--- src/design/sactl_pkg.sv ---
// ----------------------------------------------------------------------------
// sactl_pkg
// Shared types and constants of the set-associative cache tag store: command
// codes, controller states and the per-set way lookup summary.
// ----------------------------------------------------------------------------
package sactl_pkg;

    // Width of the byte address carried by a request beat
    localparam int ADDR_W = 32;

    // Width of one true-LRU use stamp and of the global use counter
    localparam int STAMP_W = 64;

    // Way index width that covers the largest supported associativity
    localparam int MAX_WAY_W = 4;

    // Request commands; the unused code behaves as a read
    typedef enum logic [1:0] {
        CMD_READ  = 2'd0,
        CMD_WRITE = 2'd1,
        CMD_INVAL = 2'd2
    } cmd_t;

    // Controller states
    typedef enum logic [2:0] {
        ST_CLEAR,
        ST_IDLE,
        ST_LOOK,
        ST_SCAN,
        ST_DONE
    } state_t;

    // Summary of one set: tag match, first free way and pseudo-LRU victim
    typedef struct packed {
        logic                 found;
        logic                 empty;
        logic [MAX_WAY_W-1:0] hit_way;
        logic [MAX_WAY_W-1:0] empty_way;
        logic [MAX_WAY_W-1:0] plru_way;
    } match_t;

endpackage

--- src/design/sactl_match.sv ---
// ----------------------------------------------------------------------------
// sactl_match
// Parallel way compare of one set: first valid way with a matching tag,
// first invalid way, and the lowest way whose MRU bit is clear.
// ----------------------------------------------------------------------------
module sactl_match #(
    parameter int WAY_COUNT = 4,
    parameter int TAG_W     = 20
) (
    input  logic [WAY_COUNT-1:0][TAG_W-1:0] tag_row,
    input  logic [WAY_COUNT-1:0]            valid_row,
    input  logic [WAY_COUNT-1:0]            mru_row,
    input  logic [TAG_W-1:0]                tag,
    output sactl_pkg::match_t               result
);

    // Scan from the top way down so the lowest way wins
    always_comb
    begin
        result = '0;
        for (int w = WAY_COUNT - 1; w >= 0; w--)
        begin
            if (valid_row[w] && (tag_row[w] == tag))
            begin
                result.found   = 1'b1;
                result.hit_way = sactl_pkg::MAX_WAY_W'(w);
            end
            if (!valid_row[w])
            begin
                result.empty     = 1'b1;
                result.empty_way = sactl_pkg::MAX_WAY_W'(w);
            end
            if (!mru_row[w])
            begin
                result.plru_way = sactl_pkg::MAX_WAY_W'(w);
            end
        end
    end

endmodule

--- config.mk ---
export PLATFORM = sky130hd
export DESIGN_NAME = sactl_match
export DESIGN_NICKNAME = d
export VERILOG_FILES = /design/src/design/sactl_pkg.sv /design/src/design/sactl_match.sv
export SDC_FILE = /design/constraint.sdc
export NUM_CORES = 1
export LEC_CHECK = 0
export ABC_AREA = 1
export BUFFER_PORTS_ARGS = -buffer_cell sky130_fd_sc_hd__buf_2
export CAP_MARGIN = 30
export CELL_PAD_IN_SITES_DETAIL_PLACEMENT = 0
export CELL_PAD_IN_SITES_GLOBAL_PLACEMENT = 1
export CORE_MARGIN = 8
export CORE_UTILIZATION = 24
export DETAILED_ROUTE_END_ITERATION = 10
export GPL_TIMING_DRIVEN = 0
export PLACE_DENSITY = 0.95
export SYNTH_ARGS = -nofsm -noshare
export SYNTH_HDL_FRONTEND = slang
export SYNTH_SLANG_ARGS = --single-unit
--- constraint.sdc ---
create_clock -name vclk -period 1.18
set_input_delay 0 -clock vclk [all_inputs]
set_output_delay 0 -clock vclk [all_outputs]
set_load 0.02 [all_outputs]
==> results.toml <==
[critical_path]
cp-start-kind = "primary input"
crit_chain = "buf_8, clkinvlp_4, buf_6, o22ai_2, nor2_1, nand2_1, nor2_1, nand3_1, nand2_2, nor2_2, buf_6"
crit_slowest_cell = "buf_6"
cp-end-kind = "output port"
path_max_fanout = 7
arrival_ns = 1.15
timing_worst_setup_path_type = "in2out"
cp_slowest_stage_delay_ns = 0.17
cp.required_ns = 1.18

[yosys]
synth_top_cell_by_area = "nand2_1"
synth_cells = 303
yosysTopAreaCellShare_pct = 33.2
synth.avg_cell_area_um2 = 4.51
seq_area_frac_synth_pct = 0
syn_area_mm2 = 0.00137
yosys_warnings = 0
synth.distinct_cells = 22
synth_area_leaders = "nand2_1 (33%), nor2_1 (12%), inv_1 (10%), o21ai_0 (7.7%), xnor2_1 (7.0%)"

[grt]
grt-ovfl-total = 0
antenna_found_initial = 0
grt_util_all_layers_pct = 14.2
grt_start_max_net_pins = 8
first_global_vias = 2067
grt_pass1_wl_um = 9760

[final_layout]
drive_above_1_share_pct = 37.4
antennaDiodeCount = 0
nFlopsAndLatches = 0
area_delta_synth_final_pct = 55.2
final_util_pct = 38.5
fin_nets = 533
fin_cells = 495
clkbuf_count = 0
regArea_um2 = 0
final_common_cell = "nand2_1"
most-common-layout-cells = "nand2_1 (117), buf_2 (110), nor2_1 (40)"

[timing]
setup_viol = 0
finalCritPeriodShare_pct = 97.2
period_needed_ns = 1.15
rsz0062_at_grt = "true"
setup_ws_ns = 0.0330
fin_tns_setup_ns = 0
fin_hold_ws_ns = 0.286
hold_viol = 0
fmaxAchievable_mhz = 872
drv_slew = 0

[floorplan]
fp-row-count = 27
pin_count = 122
start_util_pct = 24.8
die_w_um = 91.5
core_mm2 = 0.00551
fp.dieArea_mm2 = 0.00837
die_height_um = 91.5

[detailed_routing]
via_per_inst = 4.25
vias = 2105
met2_length_um = 3070
first_iter_violations = 71
ant_nets = 0
totalWireLength_um = 6450
wl_met3_um = 580
routedWlPerCell_um = 13.0
dr.pass1.iters = 4
post-route-drc-count = 0
wl_met1_um = 2770
dr.max_layer_used = "met4"

[place]
hpwl_um = 5860
place_congestion = 0.880
place_inst = 494
dp_slack_ns = -0.175
port_buffers = 114

[hold_path]
whs_path_depth = 3
min_path_type = "in2out"

[clock_tree]
cts_hold_buf = 0

[job]
drv_cap = 0

[pwr]
ir_drop_v = 0.000119
p_leak_nw = 1.30
pwr_density_cell_mw_per_mm2 = 322

[status]
outcome = "complete, no violations"
metal layers:
| layer | track usage, % | up-vias |
|---|---|---|
| met2 | 26.5 | 74 |
| met1 | 16.3 | 876 |
| met3 | 4.03 | 2 |
| li1 | - | 1153 |
| met5 | 0 | - |
| met4 | 0 | 0 |
critical path: cells and delay by family:
kind | cells | cell delay [ns]
simple gates | 6 | 0.49
compound gates | 1 | 0.12
buf+inv | 4 | 0.52
power by group:
part | switching, mW | internal, mW
Clock | 0 | 0
Sequential | 0 | 0
Combinational | 0.371 | 0.312
Total | 0.371 | 0.312
what timing repair did:
item | 4_1_cts | 5_1_grt
pin swaps | 6 | 13
setup endpoints to repair | 3 | 3
setup buffers | 1 | 0
resized for setup | 10 | 15
metrics by stage:
| step | cell area, µm² | total power [mW] |
|---|---|---|
| 6_report | 2120 | 0.683 |
| 5_1_grt | 2120 | 0.767 |
| 4_1_cts | 2080 | 0.679 |
| 3_5_place_dp | 2050 | 0.666 |
| 3_3_place_gp | 2050 | 0.657 |
| 2_1_floorplan | 1390 | 0.355 |
worst paths after layout:
kind,startpoint,endpoint
max,tag[3],result[9]
min,mru_row[3],result[1]
logic make-up after synthesis:
family,count (synthesis),synth area share (%)
xor+xnor,17,10.9
simple gates,179,51.1
other cells,1,0.274
compound gates,45,18.2
buf+inv,61,19.5
Yosys cell counts:
master,instances
inv_1,37
conb_1,1
nand2_2,1
buf_6,2
o22ai_1,7
nand4_1,1
a21oi_2,1
inv_2,16
o211ai_1,1
nand2_1,121
o221ai_1,1
o21ai_0,21
nor2_2,3
nand3_1,10
nor2_1,42
or2_0,1
o21ai_1,9
buf_4,6
a21boi_0,2
xor2_1,6
a21oi_1,3
xnor2_1,11
cell type report:
class	instances	area [µm²]
fillers	654	3380
multi-input cells	247	1150
repair buffers	115	607
inverters	53	203
well taps	72	90.1
plain buffers	8	67.6
(Power assumes the default switching activity.)
