$ cat config.mk
export PLATFORM = sky130hd
export DESIGN_NAME = sactl_lru_scan
export DESIGN_NICKNAME = d
export VERILOG_FILES = /design/src/design/sactl_pkg.sv /design/src/design/sactl_lru_scan.sv
export SDC_FILE = /design/constraint.sdc
export NUM_CORES = 1
export LEC_CHECK = 0
export ABC_AREA = 1
export BUFFER_PORTS_ARGS = -buffer_cell sky130_fd_sc_hd__buf_2
export CAP_MARGIN = 10
export CELL_PAD_IN_SITES_DETAIL_PLACEMENT = 1
export CELL_PAD_IN_SITES_GLOBAL_PLACEMENT = 2
export CORE_AREA = 2 2 161 163
export CTS_CLUSTER_DIAMETER = 150
export DETAILED_ROUTE_END_ITERATION = 8
export DIE_AREA = 0 0 163 165
export GPL_ROUTABILITY_DRIVEN = 1
export PLACE_DENSITY_LB_ADDON = 0.1
export SYNTH_ARGS = -nofsm -noshare
export SYNTH_HDL_FRONTEND = slang
export SYNTH_SLANG_ARGS = --single-unit
$ cat constraint.sdc
create_clock -name clk -period 4.64 [get_ports clk]
set_input_delay 0.696 -clock clk [delete_from_list [all_inputs] [get_ports clk]]
set_output_delay 0.696 -clock clk [all_outputs]
set_load 0.005 [all_outputs]
$ cat src/design/sactl_pkg.sv
// ----------------------------------------------------------------------------
// sactl_pkg
// Shared types and constants of the set-associative cache tag store: command
// codes, controller states and the per-set way lookup summary.
// ----------------------------------------------------------------------------
package sactl_pkg;

    // Width of the byte address carried by a request beat
    localparam int ADDR_W = 32;

    // Width of one true-LRU use stamp and of the global use counter
    localparam int STAMP_W = 64;

    // Way index width that covers the largest supported associativity
    localparam int MAX_WAY_W = 4;

    // Request commands; the unused code behaves as a read
    typedef enum logic [1:0] {
        CMD_READ  = 2'd0,
        CMD_WRITE = 2'd1,
        CMD_INVAL = 2'd2
    } cmd_t;

    // Controller states
    typedef enum logic [2:0] {
        ST_CLEAR,
        ST_IDLE,
        ST_LOOK,
        ST_SCAN,
        ST_DONE
    } state_t;

    // Summary of one set: tag match, first free way and pseudo-LRU victim
    typedef struct packed {
        logic                 found;
        logic                 empty;
        logic [MAX_WAY_W-1:0] hit_way;
        logic [MAX_WAY_W-1:0] empty_way;
        logic [MAX_WAY_W-1:0] plru_way;
    } match_t;

endpackage

$ cat src/design/sactl_lru_scan.sv
// ----------------------------------------------------------------------------
// sactl_lru_scan
// True-LRU victim search: walks the use stamps of a set one way per cycle
// and keeps the way with the smallest stamp, the lowest way on a tie.
// ----------------------------------------------------------------------------
module sactl_lru_scan #(
    parameter int WAY_COUNT = 4,
    parameter int WAY_W     = 2
) (
    input  logic                                          clk,
    input  logic                                          rst_n,
    input  logic                                          start,
    input  logic [WAY_COUNT-1:0][sactl_pkg::STAMP_W-1:0]  stamp_row,
    output logic                                          done,
    output logic [WAY_W-1:0]                              best_way
);

    localparam logic [WAY_W-1:0] LAST_WAY = WAY_W'(WAY_COUNT - 1);

    logic                          busy_reg;
    logic [WAY_W-1:0]              idx_reg;
    logic [WAY_W-1:0]              best_reg;
    logic [sactl_pkg::STAMP_W-1:0] best_stamp_reg;
    logic [sactl_pkg::STAMP_W-1:0] cur_stamp;

    assign cur_stamp = stamp_row[idx_reg];
    assign done      = busy_reg && (idx_reg == LAST_WAY);
    assign best_way  = best_reg;

    // Advance the way index while busy
    always_ff @(posedge clk or negedge rst_n)
    begin
        if (!rst_n)
        begin
            busy_reg <= 1'b0;
            idx_reg  <= '0;
        end
        else if (start)
        begin
            busy_reg <= 1'b1;
            idx_reg  <= WAY_W'(1);
        end
        else if (busy_reg)
        begin
            if (done)
            begin
                busy_reg <= 1'b0;
            end
            else
            begin
                idx_reg <= idx_reg + WAY_W'(1);
            end
        end
    end

    // Keep the smallest stamp seen so far
    always_ff @(posedge clk)
    begin
        if (start)
        begin
            best_reg       <= '0;
            best_stamp_reg <= stamp_row[0];
        end
        else if (busy_reg && (cur_stamp < best_stamp_reg))
        begin
            best_reg       <= idx_reg;
            best_stamp_reg <= cur_stamp;
        end
    end

endmodule

==> results by group, run 1 <==
Timing
  – Slew Limit Headroom: 44.5%
  – Max Slew Vio Count: 0
  – Post-route clock period utilization: 82.7%
  – Final setup fails: 0
  – Max Clk Rate: 261 MHz
  – Slew @ Worst Pin: 0.831 ns
  – Shortest period the worst path allows: 3.84 ns
  – Clock skew: 0.00586 ns
  – Setup TNS Final: 0 ns
  – RSZ-0062 raised after global routing: false
  – Final setup margin: 0.805 ns
  – Endpoints failing hold: 0

Floorplan
  – Total core area: 0.0250 mm²
  – Die ar.: 0.0269 mm²
  – # IOs: 262
  – Initial core utilization: 24.8%
  – Die Y: 165 µm
  – Placement row count: 58
  – Die width: 163 µm

Setup path
  – Worst EP required: 4.66 ns
  – Startpoint types: flop
  – Critical Path End Type: flop
  – Critical Path AT: 3.86 ns
  – WS Path Type: flop to flop
  – CP max FO: 65
  – Worst Reg-to-Reg Cells: 14

Logic synthesis
  – Yosys reg bits: 69
  – Ys Warns: 0
  – Syn Area/Cell: 6.83 µm²
  – Syn Nets: 1232
  – Register area share after synthesis: 32.8%
  – Unique masters post-synth: 27
  – Synthesized cell area: 0.00621 mm²
  – Mapped Cells: 909

Pwr
  – Power Density: 596 mW/mm²
  – Worst vdd ir: 0.206 mV
  – Leak Pwr: 0.00404 µW
  – Pwr Total: 4840 µW

Layout
  – Fill count: 3260
  – Max reg flops: 64
  – Storage cell area: 0.00204 mm²
  – Multi-input logic area: 0.00368 mm²
  – Nets: 1460
  – Share of layout cells above drive strength 1: 25.6%
  – P&R area growth vs syn: 30.7%
  – Final Util: 32.4%

Clocking
  – CTS-repair resized insts: 0
  – Buffer type at the clock tree root: clkbuf_16
  – H-tree depth: 3
  – Post-CTS setup buffers: 0
  – Clk Latency, worst-skew pair: 0.34 ns
  – Hold_buf cts: 0
  – Clk slew on worst S/H paths: 0.05 ns
  – TritonCTS buffer count: 9
  – CTS max path bufs: 2
  – Clock Sinks: 69
  – CTS tree: yes

Global routing
  – Vias in the first global route: 7183
  – Global-route wire length before repair: 36300 µm
  – Met3 usage: 3.47%
  – Largest net degree at the start of global routing: 130
  – Met2 Use GR: 30.1%
  – Total congestion overflow: 0
  – Initial antenna violation count: 6
  – GR peak layer: met2
  – Met1 Use GR: 21.2%
  – Total GRT Usage: 17.1%

Route
  – Avg WL per Cell: 15.6 µm
  – Post-route ant nets: 0
  – Total number of vias: 6796
  – TritonRoute pass-1 iters: 4
  – 1st-iter DRT viols: 247
  – Avg Vias per Cell: 4.61
  – Detailed Route WL: 23000 µm
  – DRC viols: 0

Outcome
  – Outcome: finished, final reports clean

Place
  – IO Port Bufs: 261
  – Post-DP HPWL: 16800 µm
  – Dpl ws: 0.752 ns
  – Gpl congestion: 0.723

Run
  – Total of max-cap violations: 0

Worst hold path
  – Hold Path Class: primary input to asynchronous set/reset pin
-- layout make-up --
type | count | area share, %
antenna | 4 | 0.123
timing repair buffer | 273 | 17.8
inverter | 74 | 3.45
sequential | 69 | 25.2
multi-input combinational | 710 | 45.3
clock buffer | 10 | 2.82
clock inverter | 4 | 0.216
tap | 330 | 5.09
-- worst max-delay path, cell delays in order, from the launching register on --
cell and delay (ns):
dfrtp_4 0.50, inv_4 0.50, buf_12 0.27, o21ai_0 0.10
o22ai_1 0.23, ha_1 0.30, a21oi_1 0.15, nand3b_1 0.12
a21oi_1 0.06, nor2_1 0.17, a21oi_1 0.10, nor2_1 0.27
nand2_1 0.16, nand2_4 0.25, buf_4 0.32
-- layout by cell type, fill, tap and decap left out, drive strengths merged --
| master | netlist | routed |
|---|---|---|
| o211ai | 2 | 2 |
| dfrtp | 3 | 3 |
| o21ai | 136 | 136 |
| a31oi | 1 | 1 |
| nor4b | 1 | 1 |
| ha | 64 | 64 |
| a21oi | 33 | 33 |
| a211oi | 3 | 3 |
| dfxtp | 2 | 2 |
| o221ai | 1 | 1 |
| nand4 | 6 | 6 |
| diode | 0 | 4 |
| o21a | 1 | 1 |
| nor3 | 1 | 1 |
| buf | 8 | 273 |
| nand3b | 1 | 1 |
| inv | 74 | 74 |
| nor4 | 1 | 1 |
| edfxtp | 64 | 64 |
| nor2 | 142 | 142 |
| nand3 | 10 | 10 |
| o22ai | 63 | 63 |
| nand2 | 244 | 244 |
| clkinv | 0 | 4 |
| clkbuf | 48 | 10 |
-- routing by layer --
metal  part of all wire [%]  vias to the layer above  routed length [µm]
met3                    5.6                       25                1280
met2                     47                      168               10800
met4                    1.5                        4                 335
li1                       -                     3539                   -
met1                     46                     3060               10500
met5                  0.078                        -                  18
-- report_power, final --
| group | internal (µW) | switching (µW) | total [µW] | leakage, µW |
|---|---|---|---|---|
| clock network | 350 | 255 | 605 | 0.000123 |
| registers | 1130 | 86.6 | 1220 | 0.000711 |
| logic | 1100 | 1920 | 3020 | 0.00320 |
| total | 2580 | 2260 | 4840 | 0.00404 |
-- cell usage after synthesis --
cell type / n / area, µm²
nand2_2: 2 / 12.5
nor4_1: 1 / 6.26
nand2_1: 242 / 908
nor4b_1: 1 / 8.76
a211oi_1: 3 / 22.5
o21ai_0: 136 / 681
nor3_1: 1 / 5.00
o22ai_1: 63 / 394
nor2_1: 142 / 533
edfxtp_1: 64 / 1920
inv_1: 73 / 274
inv_2: 1 / 3.75
dfrtp_1: 3 / 75.1
nand4_1: 6 / 37.5
buf_1: 3 / 11.3
o211ai_1: 2 / 15.0
o21a_1: 1 / 7.51
o221ai_1: 1 / 8.76
nand3_1: 10 / 50.1
buf_6: 1 / 11.3
buf_2: 4 / 20.0
clkbuf_1: 48 / 180
a21oi_1: 33 / 165
nand3b_1: 1 / 7.51
a31oi_1: 1 / 6.26
ha_1: 64 / 801
dfxtp_1: 2 / 40.0
-- path summary, 6_finish.rpt --
| kind | slack (ns) | start | end |
|---|---|---|---|
| max | 0.80 | idx_reg[0] | best_stamp_reg[17] |
| min reg2reg | 0.50 | best_way[1] | best_way[1] |
| max reg2reg | 0.80 | idx_reg[0] | best_stamp_reg[17] |
| min | 0.15 | rst_n | busy_reg |
| min in group clk | 0.50 | best_way[1] | best_way[1] |
| max in group asynchronous | 4.36 | rst_n | idx_reg[0] |
-- stage by stage --
| step | hold slack (ns) | cells | area (µm²) |
|---|---|---|---|
| 2_1_floorplan | 0.400 | 909 | 6210 |
| 3_3_place_gp | 0.490 | 1456 | 7860 |
| 3_5_place_dp | 0.487 | 1456 | 7860 |
| 4_1_cts | 0.132 | 1470 | 8110 |
| 5_1_grt | 0.142 | 1472 | 8110 |
| 6_report | 0.151 | 1474 | 8120 |
-- logic make-up after synthesis --
logic type | after synthesis | share of synthesized area (%)
and+or+nand+nor | 406 | 25.3
AOI/OAI and AO/OA | 240 | 20.9
buffers and inverters | 130 | 8.06
DFF | 69 | 32.8
adders and majority gates | 64 | 12.9
(Power assumes the default switching activity.)
==> run 2, diff against run 1 <==
==> constraint.sdc (replaced) <==
create_clock -name clk -period 3.6 [get_ports clk]
set_input_delay 0.54 -clock clk [delete_from_list [all_inputs] [get_ports clk]]
set_output_delay 0.54 -clock clk [all_outputs]
set_load 0.005 [all_outputs]
==> results by group, run 2 (synthesis results as in run 1) <==
Route
  – Total number of vias: 6946
  – Post-route ant nets: 0
  – DRC viols: 0
  – Detailed Route WL: 23300 µm
  – TritonRoute pass-1 iters: 4
  – Avg WL per Cell: 15.7 µm
  – Avg Vias per Cell: 4.68
  – 1st-iter DRT viols: 236

Floorplan
  – Placement row count: 58
  – Die ar.: 0.0269 mm²
  – Total core area: 0.0250 mm²
  – Die width: 163 µm
  – # IOs: 262
  – Initial core utilization: 24.8%
  – Die Y: 165 µm

Global routing
  – Vias in the first global route: 7235
  – Total congestion overflow: 0
  – Total GRT Usage: 17.5%
  – Largest net degree at the start of global routing: 91
  – Global-route wire length before repair: 36900 µm
  – Initial antenna violation count: 6

Setup path
  – Worst EP required: 3.62 ns
  – WS Path Type: flop to flop
  – Critical Path AT: 3.26 ns
  – CP max FO: 41
  – Startpoint types: flop
  – Critical Path End Type: flop

Place
  – Post-DP HPWL: 17400 µm
  – Dpl cells: 1463
  – Gpl congestion: 0.743
  – IO Port Bufs: 261

Timing
  – Setup TNS Final: 0 ns
  – Post-route clock period utilization: 89.9%
  – Clock skew: 0.00959 ns
  – Final setup fails: 0
  – RSZ-0062 raised after global routing: false
  – Endpoints failing hold: 0
  – Slew Limit Headroom: 46.8%
  – Max Clk Rate: 309 MHz
  – Max Slew Vio Count: 0
  – Slew @ Worst Pin: 0.799 ns
  – Shortest period the worst path allows: 3.23 ns

Worst hold path
  – Hold Path Class: primary input to flop

Clocking
  – Clock Sinks: 69
  – CTS tree: yes
  – Buffer type at the clock tree root: clkbuf_16
  – Post-CTS setup buffers: 0
  – CTS max path bufs: 2
  – Clk slew on worst S/H paths: 0.06 ns
  – H-tree depth: 3
  – Clk Latency, worst-skew pair: 0.34 ns
  – CTS-repair resized insts: 0
  – TritonCTS buffer count: 9

Pwr
  – Power Density: 798 mW/mm²
  – Worst vdd ir: 0.355 mV
  – Leak Pwr: 0.00414 µW

Layout
  – P&R area growth vs syn: 34.1%
  – Share of layout cells above drive strength 1: 26.2%
  – Max reg flops: 64
  – Fill count: 3225
  – Commonest non-fill, non-tap cell in the layout: buf_2
  – Non-Filler Instances: 1484
  – Nets: 1468
  – Commonest cells after routing, fill and taps aside: 261 x buf_2, 241 x nand2_1, 142 x nor2_1

Run
  – Total of max-cap violations: 0

Outcome
  – Outcome: finished, final reports clean
[run 2: cell types whose count changed in the layout (fill, tap and decap cells not counted)]
cell,previous run,this run
buf_12,4,9
buf_4,8,10
bufinv_16,0,3
clkbuf_1,1,2
clkinv_1,2,1
clkinv_2,2,1
dlygate4sd3_1,0,1
[run 2: through the flow]
stage / setup slack [ns] / utilization, % / hold WS, ns / instance area (µm²) / power (µW)
floorplan: 0.0516 / - / 0.244 / 6210 / 4320
global placement: 0.310 / 31.8 / 0.357 / 7970 / 5670
detailed placement: 0.274 / 31.8 / 0.357 / 7970 / 5740
CTS: 0.253 / 33.2 / 0.472 / 8320 / 6810
global route: 0.0762 / 33.2 / 0.490 / 8320 / 7440
finish: 0.365 / 33.3 / 0.486 / 8330 / 6640
[run 2: final timing paths]
| path | from | to | slack [ns] | depth (start not counted) |
|---|---|---|---|---|
| max | idx_reg[0] | best_stamp_reg[8] | 0.37 | 17 |
| min | stamp_row[23] | best_stamp_reg[23] | 0.49 | 3 |
| max reg2reg | idx_reg[0] | best_stamp_reg[8] | 0.37 | 17 |
| min reg2reg | best_way[0] | best_way[0] | 0.50 | 2 |
| max in group asynchronous | rst_n | idx_reg[0] | 2.90 | 2 |
| min in group asynchronous | rst_n | idx_reg[0] | 0.56 | 2 |
[run 2: repair_timing]
action	CTS	global route
setup endpoints to repair	0	0
hold buffers	1	0
hold endpoints to repair	3	0
[run 2: power breakdown]
group | internal (µW) | switching [µW] | total, µW
Clock | 675 | 362 | 1040
Sequential | 1460 | 115 | 1570
Combinational | 1530 | 2500 | 4030
[run 2: area by class of cell]
type | instances | area (µm²) | area share [%]
clock inverter | 5 | 98.8 | 1.19
sequential | 69 | 2040 | 24.5
clock buffer | 11 | 233 | 2.80
inverter | 74 | 280 | 3.37
antenna | 4 | 10.0 | 0.120
tap | 330 | 413 | 4.96
multi-input combinational | 710 | 3680 | 44.2
timing repair buffer | 281 | 1570 | 18.9
[run 2: critical path, cell delays in order, from the launching register on]
cell      delay [ns]
dfrtp_4         0.52
inv_4           0.27
buf_12          0.22
o21ai_0         0.12
o22ai_1         0.21
ha_1            0.30
nand2_1         0.08
nor2_1          0.04
a211oi_1        0.18
nand2_1         0.08
nand2_1         0.06
nand2_1         0.09
nand2_1         0.08
nand2_1         0.08
nand2_2         0.11
nand2_1         0.09
nand2_4         0.09
buf_12          0.26
[run 2: layer usage]
metal | share of wire [%] | GRT usage (%)
met5 | 0.19 | 0
met3 | 5.4 | 4.14
met1 | 45 | 21.3
met2 | 48 | 31.2
met4 | 1.4 | 4.18
