`config.mk`:
```
export PLATFORM = sky130hd
export DESIGN_NAME = sactl_ram
export DESIGN_NICKNAME = d
export VERILOG_FILES = /design/src/design/sactl_ram.sv
export SDC_FILE = /design/constraint.sdc
export NUM_CORES = 1
export LEC_CHECK = 0
export ABC_AREA = 1
export BUFFER_PORTS_ARGS = -buffer_cell sky130_fd_sc_hd__buf_2
export CAP_MARGIN = 30
export CORE_MARGIN = 5
export CORE_UTILIZATION = 25
export DETAILED_ROUTE_END_ITERATION = 8
export GPL_ROUTABILITY_DRIVEN = 0
export PLACE_DENSITY = 0.53
export SKIP_CTS_REPAIR_TIMING = 1
export SLEW_MARGIN = 25
export SYNTH_ARGS = -nofsm -noshare
export SYNTH_HDL_FRONTEND = slang
export SYNTH_SLANG_ARGS = --single-unit
```
`constraint.sdc`:
```
create_clock -name clk -period 1.3 [get_ports clk]
set_input_delay 0.26 -clock clk [delete_from_list [all_inputs] [get_ports clk]]
set_output_delay 0.26 -clock clk [all_outputs]
set_load 0.02 [all_outputs]
```
`src/design/sactl_ram.sv`:
```
// ----------------------------------------------------------------------------
// sactl_ram
// Simple dual-port synchronous RAM: one write port, one read port with a
// registered read that holds its data while no read is issued.
// ----------------------------------------------------------------------------
module sactl_ram #(
    parameter int DATA_W = 8,
    parameter int ADDR_W = 1,
    parameter int DEPTH  = 2
) (
    input  logic              clk,
    input  logic              we,
    input  logic [ADDR_W-1:0] waddr,
    input  logic [DATA_W-1:0] wdata,
    input  logic              re,
    input  logic [ADDR_W-1:0] raddr,
    output logic [DATA_W-1:0] rdata
);

    logic [DATA_W-1:0] mem_reg [DEPTH];
    logic [DATA_W-1:0] rdata_reg;

    // Write one row
    always_ff @(posedge clk)
    begin
        if (we)
        begin
            mem_reg[waddr] <= wdata;
        end
    end

    // Read one row, hold it otherwise
    always_ff @(posedge clk)
    begin
        if (re)
        begin
            rdata_reg <= mem_reg[raddr];
        end
    end

    assign rdata = rdata_reg;

endmodule

```
==> results of run 1 <==
-- logic make-up (layout without fill, tap and decap cells) --
| logic type | Yosys count | after routing | synth area share, % |
|---|---|---|---|
| buffers and inverters | 4 | 28 | 2.68 |
| flip-flops | 24 | 24 | 85.7 |
| AND/OR/NAND/NOR | 26 | 26 | 11.6 |
-- worst register-to-register path, cell delays in order, from the launching register on --
cell	delay [ps]
edfxtp_1	400
nand2_1	80
nand2_1	50
-- final cells by class --
class	count	area (um2)	area share (%)
clock buffers	3	22.5	2.21
flip-flops and latches	24	721	70.6
inverters	3	11.3	1.10
well taps	46	57.6	5.64
clock inverters	1	3.75	0.368
multi-input cells	26	97.6	9.56
repair buffers	21	108	10.5
-- per-layer routing --
layer  global-route usage (%)  routed length [um]
met5                        0                   0
met4                     3.72                   0
met3                     1.97                 103
met2                     8.42                 538
met1                     7.61                 625
-- path summary, 6_finish.rpt --
kind | startpoint | endpoint
max | rdata[7] | rdata[7]
min | wdata[1] | mem_reg[0][1]
max reg2reg | mem_reg[0][1] | rdata[1]
min reg2reg | mem_reg[0][6] | rdata[6]
-- through the flow --
stage | hold slack [ps] | setup slack, ps | instance area [um2] | utilization (%)
3_3_place_gp | 452 | 337 | 995 | 30.3
2_1_floorplan | 359 | 280 | 841 | -
6_report | 138 | 191 | 1020 | 31.1
5_1_grt | 102 | 121 | 1020 | 31.1
3_5_place_dp | 456 | 318 | 995 | 30.3
4_1_cts | 125 | 168 | 1020 | 31.1
-- cell usage in the layout, fill, tap and decap left out, drive strengths merged --
cell type  instances
nor2               1
inv                3
edfxtp            24
buf               21
clkinv             1
nand2             25
clkbuf             3
-- power groups by stage --
stage	Clock [mW]	Sequential [mW]	Combinational [mW]
2_1_floorplan	0	0.965	0.0356
3_3_place_gp	0	0.941	0.109
3_5_place_dp	0	0.942	0.110
4_1_cts	0.335	0.924	0.110
5_1_grt	0.384	0.928	0.121
6_report	0.319	0.924	0.108
==> results.sh, run 1 <==
export IMPL_clock_sinks=24
export IMPL_root_buffer="clkbuf_4"
export IMPL_crit_type="flip-flop to output pin"
export IMPL_nFillCells=339
export IMPL_start_kind="flip-flop"
export IMPL_worstPathArrival_ps=850
export IMPL_ys_seq_elements=24
export IMPL_ys_async_sr_fraction_pct=0
export IMPL_pwr_share_seq_pct=68.4
export IMPL_grt_first_pass_wirelength_um=1930
export IMPL_final_period_utilization_pct=85.3
export IMPL_numCtsBuffers=3
export IMPL_synth_edf_count=24
export IMPL_yosysMostFrequentCell="nand2_1"
export IMPL_swShare_pct=21.4
export IMPL_tightest_slew_ps=296
export IMPL_wl_um=1270
export IMPL_slew_violations=0
export IMPL_clockPowerShare_pct=23.6
export IMPL_p_total_mw=1.35
export IMPL_num_antenna_cells=0
export IMPL_dp_cells=120
export IMPL_critPathRequiredTime_ps=1040
export IMPL_yosys_top_cells_count="nand2_1 (25), edfxtp_1 (24), inv_1 (2)"
export IMPL_rrSetupSlack_ps=550
export IMPL_rsz0062_at_grt="false"
export IMPL_yosysTopAreaCell="edfxtp_1"
export IMPL_fin_worst_skew_ps=1.25
export IMPL_routedWlPerCell_um=10.2
export IMPL_synth_cell_type_count=6
export IMPL_vias_per_cell=3.48
export IMPL_slowest_stage="edfxtp_1"
export IMPL_start_util_pct=25.6
export IMPL_grt_max_degree=14
export IMPL_fmax_mhz=902
export IMPL_grt_antenna_before_repair=0
export IMPL_crit_chain="buf_2"
export IMPL_dieHeight_um=68.0
export IMPL_hold_path_depth=1
export IMPL_cp_top_family="flip-flops"
export IMPL_core_region_area_um2=3280
export IMPL_rows=21
export IMPL_dr_pass1_iters=4
export IMPL_cpPeakStageDelay_ps=380
export IMPL_avgSynthCellArea_um2=15.6
export IMPL_syn_num_nets=67
export IMPL_fin_setup_tns_ps=0
export IMPL_power_density_nw_per_um2=1320
export IMPL_synthCells=54
export IMPL_largest_register_ffs=16
export IMPL_peakVddDrop_mv=0.274
export IMPL_htreeDepth=1
export IMPL_track_usage_pct=5.90
export IMPL_p_sw_mw=0.289
export IMPL_cts_tree="yes"
export IMPL_yosysTopAreaCellShare_pct=85.7
export IMPL_path_buf_inv=1
export IMPL_ys_warn_count=0
export IMPL_syn_cell_area_um2=841
export IMPL_vias=432
export IMPL_first_iter_violations=7
export IMPL_finalHoldViolations=0
export IMPL_dieArea_um2=4620
export IMPL_ff2ff_path_depth=2
export IMPL_layout_drive_gt1_share_pct=32.1
export IMPL_die_x_um=68.0
export IMPL_slew_headroom_pct=80.3
export IMPL_grt_ovfl_total=0
export IMPL_io_pin_count=21
export IMPL_antenna_left=0
export IMPL_end_kind="output pin"
export IMPL_insertion_delay_ps=300
export IMPL_max_cap_violations=0
export IMPL_period_needed_ps=1110
export IMPL_outcome="completed"
export IMPL_p_int_mw=1.06
export IMPL_yosys_most_used_dff="edfxtp_1"
export IMPL_area_delta_synth_final_pct=21.4
export IMPL_layout_cells_non_filler=124
export IMPL_combPwrFrac_pct=8.0
export IMPL_hp_class="primary input to flip-flop"
export IMPL_setup_viol=0
export IMPL_clkTransAtPathRegs_ps=120
export IMPL_cts_path_max_buffers=2
export IMPL_critPathMaxFanout=1
export IMPL_p_leak_nw=0.422
export IMPL_portBuffers=20
export IMPL_synth_seq_area_share_pct=85.7
export IMPL_critical_path_depth=1
export IMPL_grt_pass1_vias=410
export IMPL_fin_nets=92
export IMPL_drc=0
export IMPL_synthTopCellsByArea="edfxtp_1 (86%), nand2_1 (11%), buf_6 (1.3%)"
(Power assumes the default switching activity.)
==> run 2: changes to the inputs <==
--- a/config.mk
+++ b/config.mk
@@ -9,10 +9,10 @@
 export BUFFER_PORTS_ARGS = -buffer_cell sky130_fd_sc_hd__buf_2
 export CAP_MARGIN = 30
 export CORE_MARGIN = 5
-export CORE_UTILIZATION = 25
+export CORE_UTILIZATION = 49
 export DETAILED_ROUTE_END_ITERATION = 8
 export GPL_ROUTABILITY_DRIVEN = 0
-export PLACE_DENSITY = 0.53
+export PLACE_DENSITY = 0.83
 export SKIP_CTS_REPAIR_TIMING = 1
 export SLEW_MARGIN = 25
 export SYNTH_ARGS = -nofsm -noshare
==> results.sh, run 2 (synthesis results as in run 1) <==
export IMPL_critPathRequiredTime_ps=1040
export IMPL_critPathMaxFanout=1
export IMPL_grt_antenna_before_repair=0
export IMPL_grt_max_degree=14
export IMPL_cts_tree="yes"
export IMPL_finalHoldViolations=0
export IMPL_num_antenna_cells=0
export IMPL_slowest_stage="edfxtp_1"
export IMPL_numCtsBuffers=3
export IMPL_clkTransAtPathRegs_ps=120
export IMPL_largest_register_ffs=16
export IMPL_ff2ff_path_depth=2
export IMPL_start_kind="flip-flop"
export IMPL_root_buffer="clkbuf_4"
export IMPL_grt_first_pass_wirelength_um=1680
export IMPL_final_common_cell="nand2_1"
export IMPL_fmax_mhz=913
export IMPL_p_total_mw=1.34
export IMPL_dr_pass1_iters=4
export IMPL_insertion_delay_ps=300
export IMPL_path_buf_inv=1
export IMPL_grt_ovfl_total=0
export IMPL_dieArea_um2=2640
export IMPL_layout_drive_gt1_share_pct=32.1
export IMPL_dieHeight_um=51.4
export IMPL_p_leak_nw=0.422
export IMPL_critical_path_depth=1
export IMPL_io_pin_count=21
export IMPL_slew_headroom_pct=79.7
export IMPL_cp_top_family="flip-flops"
export IMPL_cts_path_max_buffers=2
export IMPL_outcome="completed"
export IMPL_reg2reg_to="rdata[3]"
export IMPL_drc=0
export IMPL_antenna_left=0
export IMPL_final_period_utilization_pct=84.3
export IMPL_setup_viol=0
export IMPL_place_ws_ps=324
export IMPL_crit_chain="buf_2"
export IMPL_crit_end="rdata[6]"
export IMPL_routedWlPerCell_um=11.1
export IMPL_crit_start="rdata[6]"
export IMPL_start_util_pct=50.3
export IMPL_cpPeakStageDelay_ps=370
export IMPL_crit_type="flip-flop to output pin"
export IMPL_core_region_area_um2=1670
export IMPL_wl_um=1050
export IMPL_fin_nets=92
export IMPL_area_delta_synth_final_pct=17.1
export IMPL_period_needed_ps=1100
export IMPL_vias=450
export IMPL_vias_per_cell=4.74
export IMPL_r2r_start="mem_reg[0][3]"
export IMPL_die_x_um=51.4
export IMPL_grt_pass1_vias=391
export IMPL_rows=15
export IMPL_end_kind="output pin"
export IMPL_fin_ws_ps=205
export IMPL_track_usage_pct=8.98
export IMPL_worstPathArrival_ps=840
export IMPL_hp_class="primary input to flip-flop"
export IMPL_htreeDepth=1
export IMPL_clock_sinks=24
export IMPL_rrSetupSlack_ps=550
export IMPL_fin_worst_skew_ps=6.64
export IMPL_first_iter_violations=12
export IMPL_tightest_slew_ps=304
export IMPL_slew_violations=0
export IMPL_dp_cells=91
export IMPL_fin_setup_tns_ps=0
export IMPL_portBuffers=20
export IMPL_max_cap_violations=0
export IMPL_rsz0062_at_grt="false"
export IMPL_layout_cells_non_filler=95
export IMPL_power_density_nw_per_um2=1360
export IMPL_peakVddDrop_mv=0.858
export IMPL_final_cell_mix="nand2_1 (25), edfxtp_1 (24), buf_2 (20), clkbuf_4 (3), inv_1 (2)"
## run 2: cell counts in the layout (fill, tap and decap cells not counted)
No cell type changed its count.
## run 2: final cells by class
type,count,area [um2]
inverter,3,11.3
multi-input combinational,26,97.6
timing repair buffer,21,108
clock inverter,1,3.75
fill,134,686
tap,17,21.3
sequential,24,721
clock buffer,3,22.5
## run 2: metal layers
metal | share of wire [%] | vias to the layer above | GRT usage [%]
li1 | - | 231 | -
met3 | 8.0 | 2 | 1.75
met1 | 42 | 199 | 11.6
met5 | 0 | - | 0
met2 | 49 | 18 | 14.0
met4 | 1.5 | 0 | 5.24
## run 2: power by group
group / total, mW / leakage, nW / switching, mW / internal [mW]
Sequential: 0.924 / 0.230 / 0.0122 / 0.912
Clock: 0.306 / 0.0154 / 0.194 / 0.112
Combinational: 0.105 / 0.177 / 0.0680 / 0.0374
## run 2: how the worst min path moves through the flow
stage	from	to	slack, ps	cells past startpoint
floorplan	wdata[0]	mem_reg[0][0]	360	0
global placement	wdata[3]	mem_reg[0][3]	450	1
detailed placement	wdata[4]	mem_reg[0][4]	450	1
CTS	wdata[4]	mem_reg[0][4]	130	1
global route	wdata[0]	mem_reg[1][0]	120	1
finish	wdata[4]	mem_reg[0][4]	140	1
## run 2: metrics by stage
step                hold WS (ps)  utilization, %  instance area, um2
floorplan                    359               -                 841
global placement             448            57.4                 958
detailed placement           453            57.4                 958
CTS                          135            59.0                 985
global route                 117            59.0                 985
finish                       138            59.0                 985
==> run 3: changes to the inputs <==
--- a/config.mk
+++ b/config.mk
@@ -5,14 +5,14 @@
 export SDC_FILE = /design/constraint.sdc
 export NUM_CORES = 1
 export LEC_CHECK = 0
-export ABC_AREA = 1
+export ABC_AREA = 0
 export BUFFER_PORTS_ARGS = -buffer_cell sky130_fd_sc_hd__buf_2
 export CAP_MARGIN = 30
 export CORE_MARGIN = 5
-export CORE_UTILIZATION = 49
+export CORE_UTILIZATION = 45
 export DETAILED_ROUTE_END_ITERATION = 8
 export GPL_ROUTABILITY_DRIVEN = 0
-export PLACE_DENSITY = 0.83
+export PLACE_DENSITY = 0.81
 export SKIP_CTS_REPAIR_TIMING = 1
 export SLEW_MARGIN = 25
 export SYNTH_ARGS = -nofsm -noshare
==> constraint.sdc (replaced) <==
create_clock -name clk -period 0.88 [get_ports clk]
set_input_delay 0.176 -clock clk [delete_from_list [all_inputs] [get_ports clk]]
set_output_delay 0.176 -clock clk [all_outputs]
set_load 0.02 [all_outputs]
==> results.sh, run 3 <==
export IMPL_peakVddDrop_mv=1.34
export IMPL_final_period_utilization_pct=119
export IMPL_first_iter_violations=14
export IMPL_ys_async_sr_fraction_pct=0
export IMPL_root_buffer="clkbuf_4"
export IMPL_synth_cell_type_count=5
export IMPL_ff2ff_path_depth=1
export IMPL_synth_edf_count=24
export IMPL_routedWlPerCell_um=14.5
export IMPL_tightest_slew_ps=384
export IMPL_cpPeakStageDelay_ps=410
export IMPL_synth_seq_area_share_pct=83.4
export IMPL_vias=401
export IMPL_nFillCells=136
export IMPL_hold_path_startpoint="wdata[3]"
export IMPL_violations="setup timing"
export IMPL_yosysTopAreaCellShare_pct=83.4
export IMPL_antenna_left=0
export IMPL_area_delta_synth_final_pct=27.1
export IMPL_setup_viol=14
export IMPL_synthAdderAreaFrac_pct=0
export IMPL_insertion_delay_ps=310
export IMPL_ys_warn_count=0
export IMPL_vias_per_cell=4.72
export IMPL_synth_compound_area_share_pct=0
export IMPL_reg2reg_to="rdata[1]"
export IMPL_routed_top_layer="met4"
export IMPL_met1_length_um=464
export IMPL_finalHoldViolations=0
export IMPL_power_density_nw_per_um2=2150
export IMPL_dieHeight_um=53.8
export IMPL_syn_cell_area_um2=865
export IMPL_rrSetupSlack_ps=-40
export IMPL_end_kind="output pin"
export IMPL_hp_class="primary input to flip-flop"
export IMPL_grt_max_degree=15
export IMPL_fin_nets=74
export IMPL_synth_top_family_by_area="multiplexers"
export IMPL_yosysMostFrequentCell="edfxtp_1"
export IMPL_p_total_mw=2.36
export IMPL_hold_path_depth=1
export IMPL_syn_num_nets=48
export IMPL_io_pin_count=21
export IMPL_hold_ws_ps=39.9
export IMPL_crit_chain="buf_6"
export IMPL_rsz0062_at_grt="true"
export IMPL_slew_headroom_pct=74.4
export IMPL_route_met2_wl_um=657
export IMPL_synthSimpleGateAreaFrac_pct=1.45
export IMPL_postLayoutCoreUtil_pct=61.6
export IMPL_drc=0
export IMPL_clock_sinks=24
export IMPL_slowest_stage="edfxtp_1"
export IMPL_yosys_most_used_dff="edfxtp_1"
export IMPL_cts_tree="yes"
export IMPL_slew_violations=0
export IMPL_rows=15
export IMPL_synthCells=35
export IMPL_portBuffers=20
export IMPL_r2r_start="mem_reg[0][1]"
export IMPL_synthTopCellsByArea="edfxtp_1 (83%), mux2_4 (14%), buf_6 (1.3%)"
export IMPL_synthMuxAreaShare_pct=13.9
export IMPL_fin_worst_skew_ps=8.06
export IMPL_die_x_um=53.8
export IMPL_cp_top_family="flip-flops"
export IMPL_start_kind="flip-flop"
export IMPL_wl_um=1240
export IMPL_period_needed_ps=1040
export IMPL_synth_xor_area_share_pct=0
export IMPL_min_to="mem_reg[0][3]"
export IMPL_p_leak_nw=0.432
export IMPL_critPathMaxFanout=1
export IMPL_grt_antenna_before_repair=0
export IMPL_yosys_top_cells_count="edfxtp_1 (24), mux2_4 (8), and2_1 (1), buf_6 (1), nor2b_1 (1)"
export IMPL_crit_type="flip-flop to output pin"
export IMPL_grt_first_pass_wirelength_um=1860
export IMPL_worstPathArrival_ps=870
export IMPL_start_util_pct=48.5
export IMPL_outcome="complete, but fails checks"
export IMPL_grt_pass1_vias=434
export IMPL_register_area_um2=721
export IMPL_htreeDepth=1
export IMPL_cts_path_max_buffers=2
export IMPL_ys_seq_elements=24
export IMPL_num_antenna_cells=0
export IMPL_numCtsBuffers=3
export IMPL_largest_register_ffs=16
export IMPL_avgSynthCellArea_um2=24.7
export IMPL_wl_met3_um=92
export IMPL_track_usage_pct=9.46
export IMPL_clkTransAtPathRegs_ps=130
export IMPL_final_common_cell="edfxtp_1"
export IMPL_grt_ovfl_total=0
export IMPL_multi_input_area_um2=135
export IMPL_dieArea_um2=2900
export IMPL_fin_ws_ps=-163
export IMPL_yosysTopAreaCell="edfxtp_1"
export IMPL_path_buf_inv=1
export IMPL_max_cap_violations=0
export IMPL_critPathRequiredTime_ps=700
export IMPL_layout_drive_gt1_share_pct=58.3
export IMPL_fmax_mhz=959
export IMPL_core_region_area_um2=1780
export IMPL_final_cell_mix="edfxtp_1 (24), buf_2 (13), mux2_4 (8), buf_6 (7), clkbuf_4 (3)"
export IMPL_dr_pass1_iters=3
==> run 3: report_power, final <==
part	internal (mW)	leakage, nW	switching (mW)	total [mW]
Clock	0.461	0.0279	0.312	0.772
Combinational	0.120	0.175	0.0956	0.216
Sequential	1.35	0.228	0.0269	1.38
Total	1.93	0.432	0.434	2.36
==> run 3: area by class of cell <==
type                    instances  share of cell area (%)
clock inverters                 1                    2.73
repair buffers                 22                    14.5
well taps                      25                    2.85
flip-flops and latches         24                    65.6
multi-input cells              10                    12.3
clock buffers                   3                    2.05
==> run 3: worst max path at each step <==
stage,from,depth (start not counted),to
2_1_floorplan,raddr,2,rdata[0]
3_3_place_gp,raddr,2,rdata[1]
3_5_place_dp,raddr,2,rdata[1]
4_1_cts,rdata[6],1,rdata[6]
5_1_grt,rdata[5],1,rdata[5]
6_report,rdata[5],1,rdata[5]
==> run 3: logic make-up after synthesis <==
logic type / count (synthesis)
simple gates: 2
flops: 24
mux: 8
buf+inv: 1
==> run 3: stage by stage <==
stage	worst slack, ps	instances	TNS [ps]	instance area [um2]
floorplan	27.6	35	0	867
global placement	-105	81	-1330	1000
detailed placement	-131	81	-1890	1000
CTS	-160	85	-1360	1050
global route	-219	85	-1880	1100
finish	-163	85	-1330	1100
==> run 3: routing by layer <==
layer	up-vias	track usage, %
met5	-	0
met4	0	5.11
met3	2	3.05
met2	20	15.9
met1	194	10.5
li1	185	-
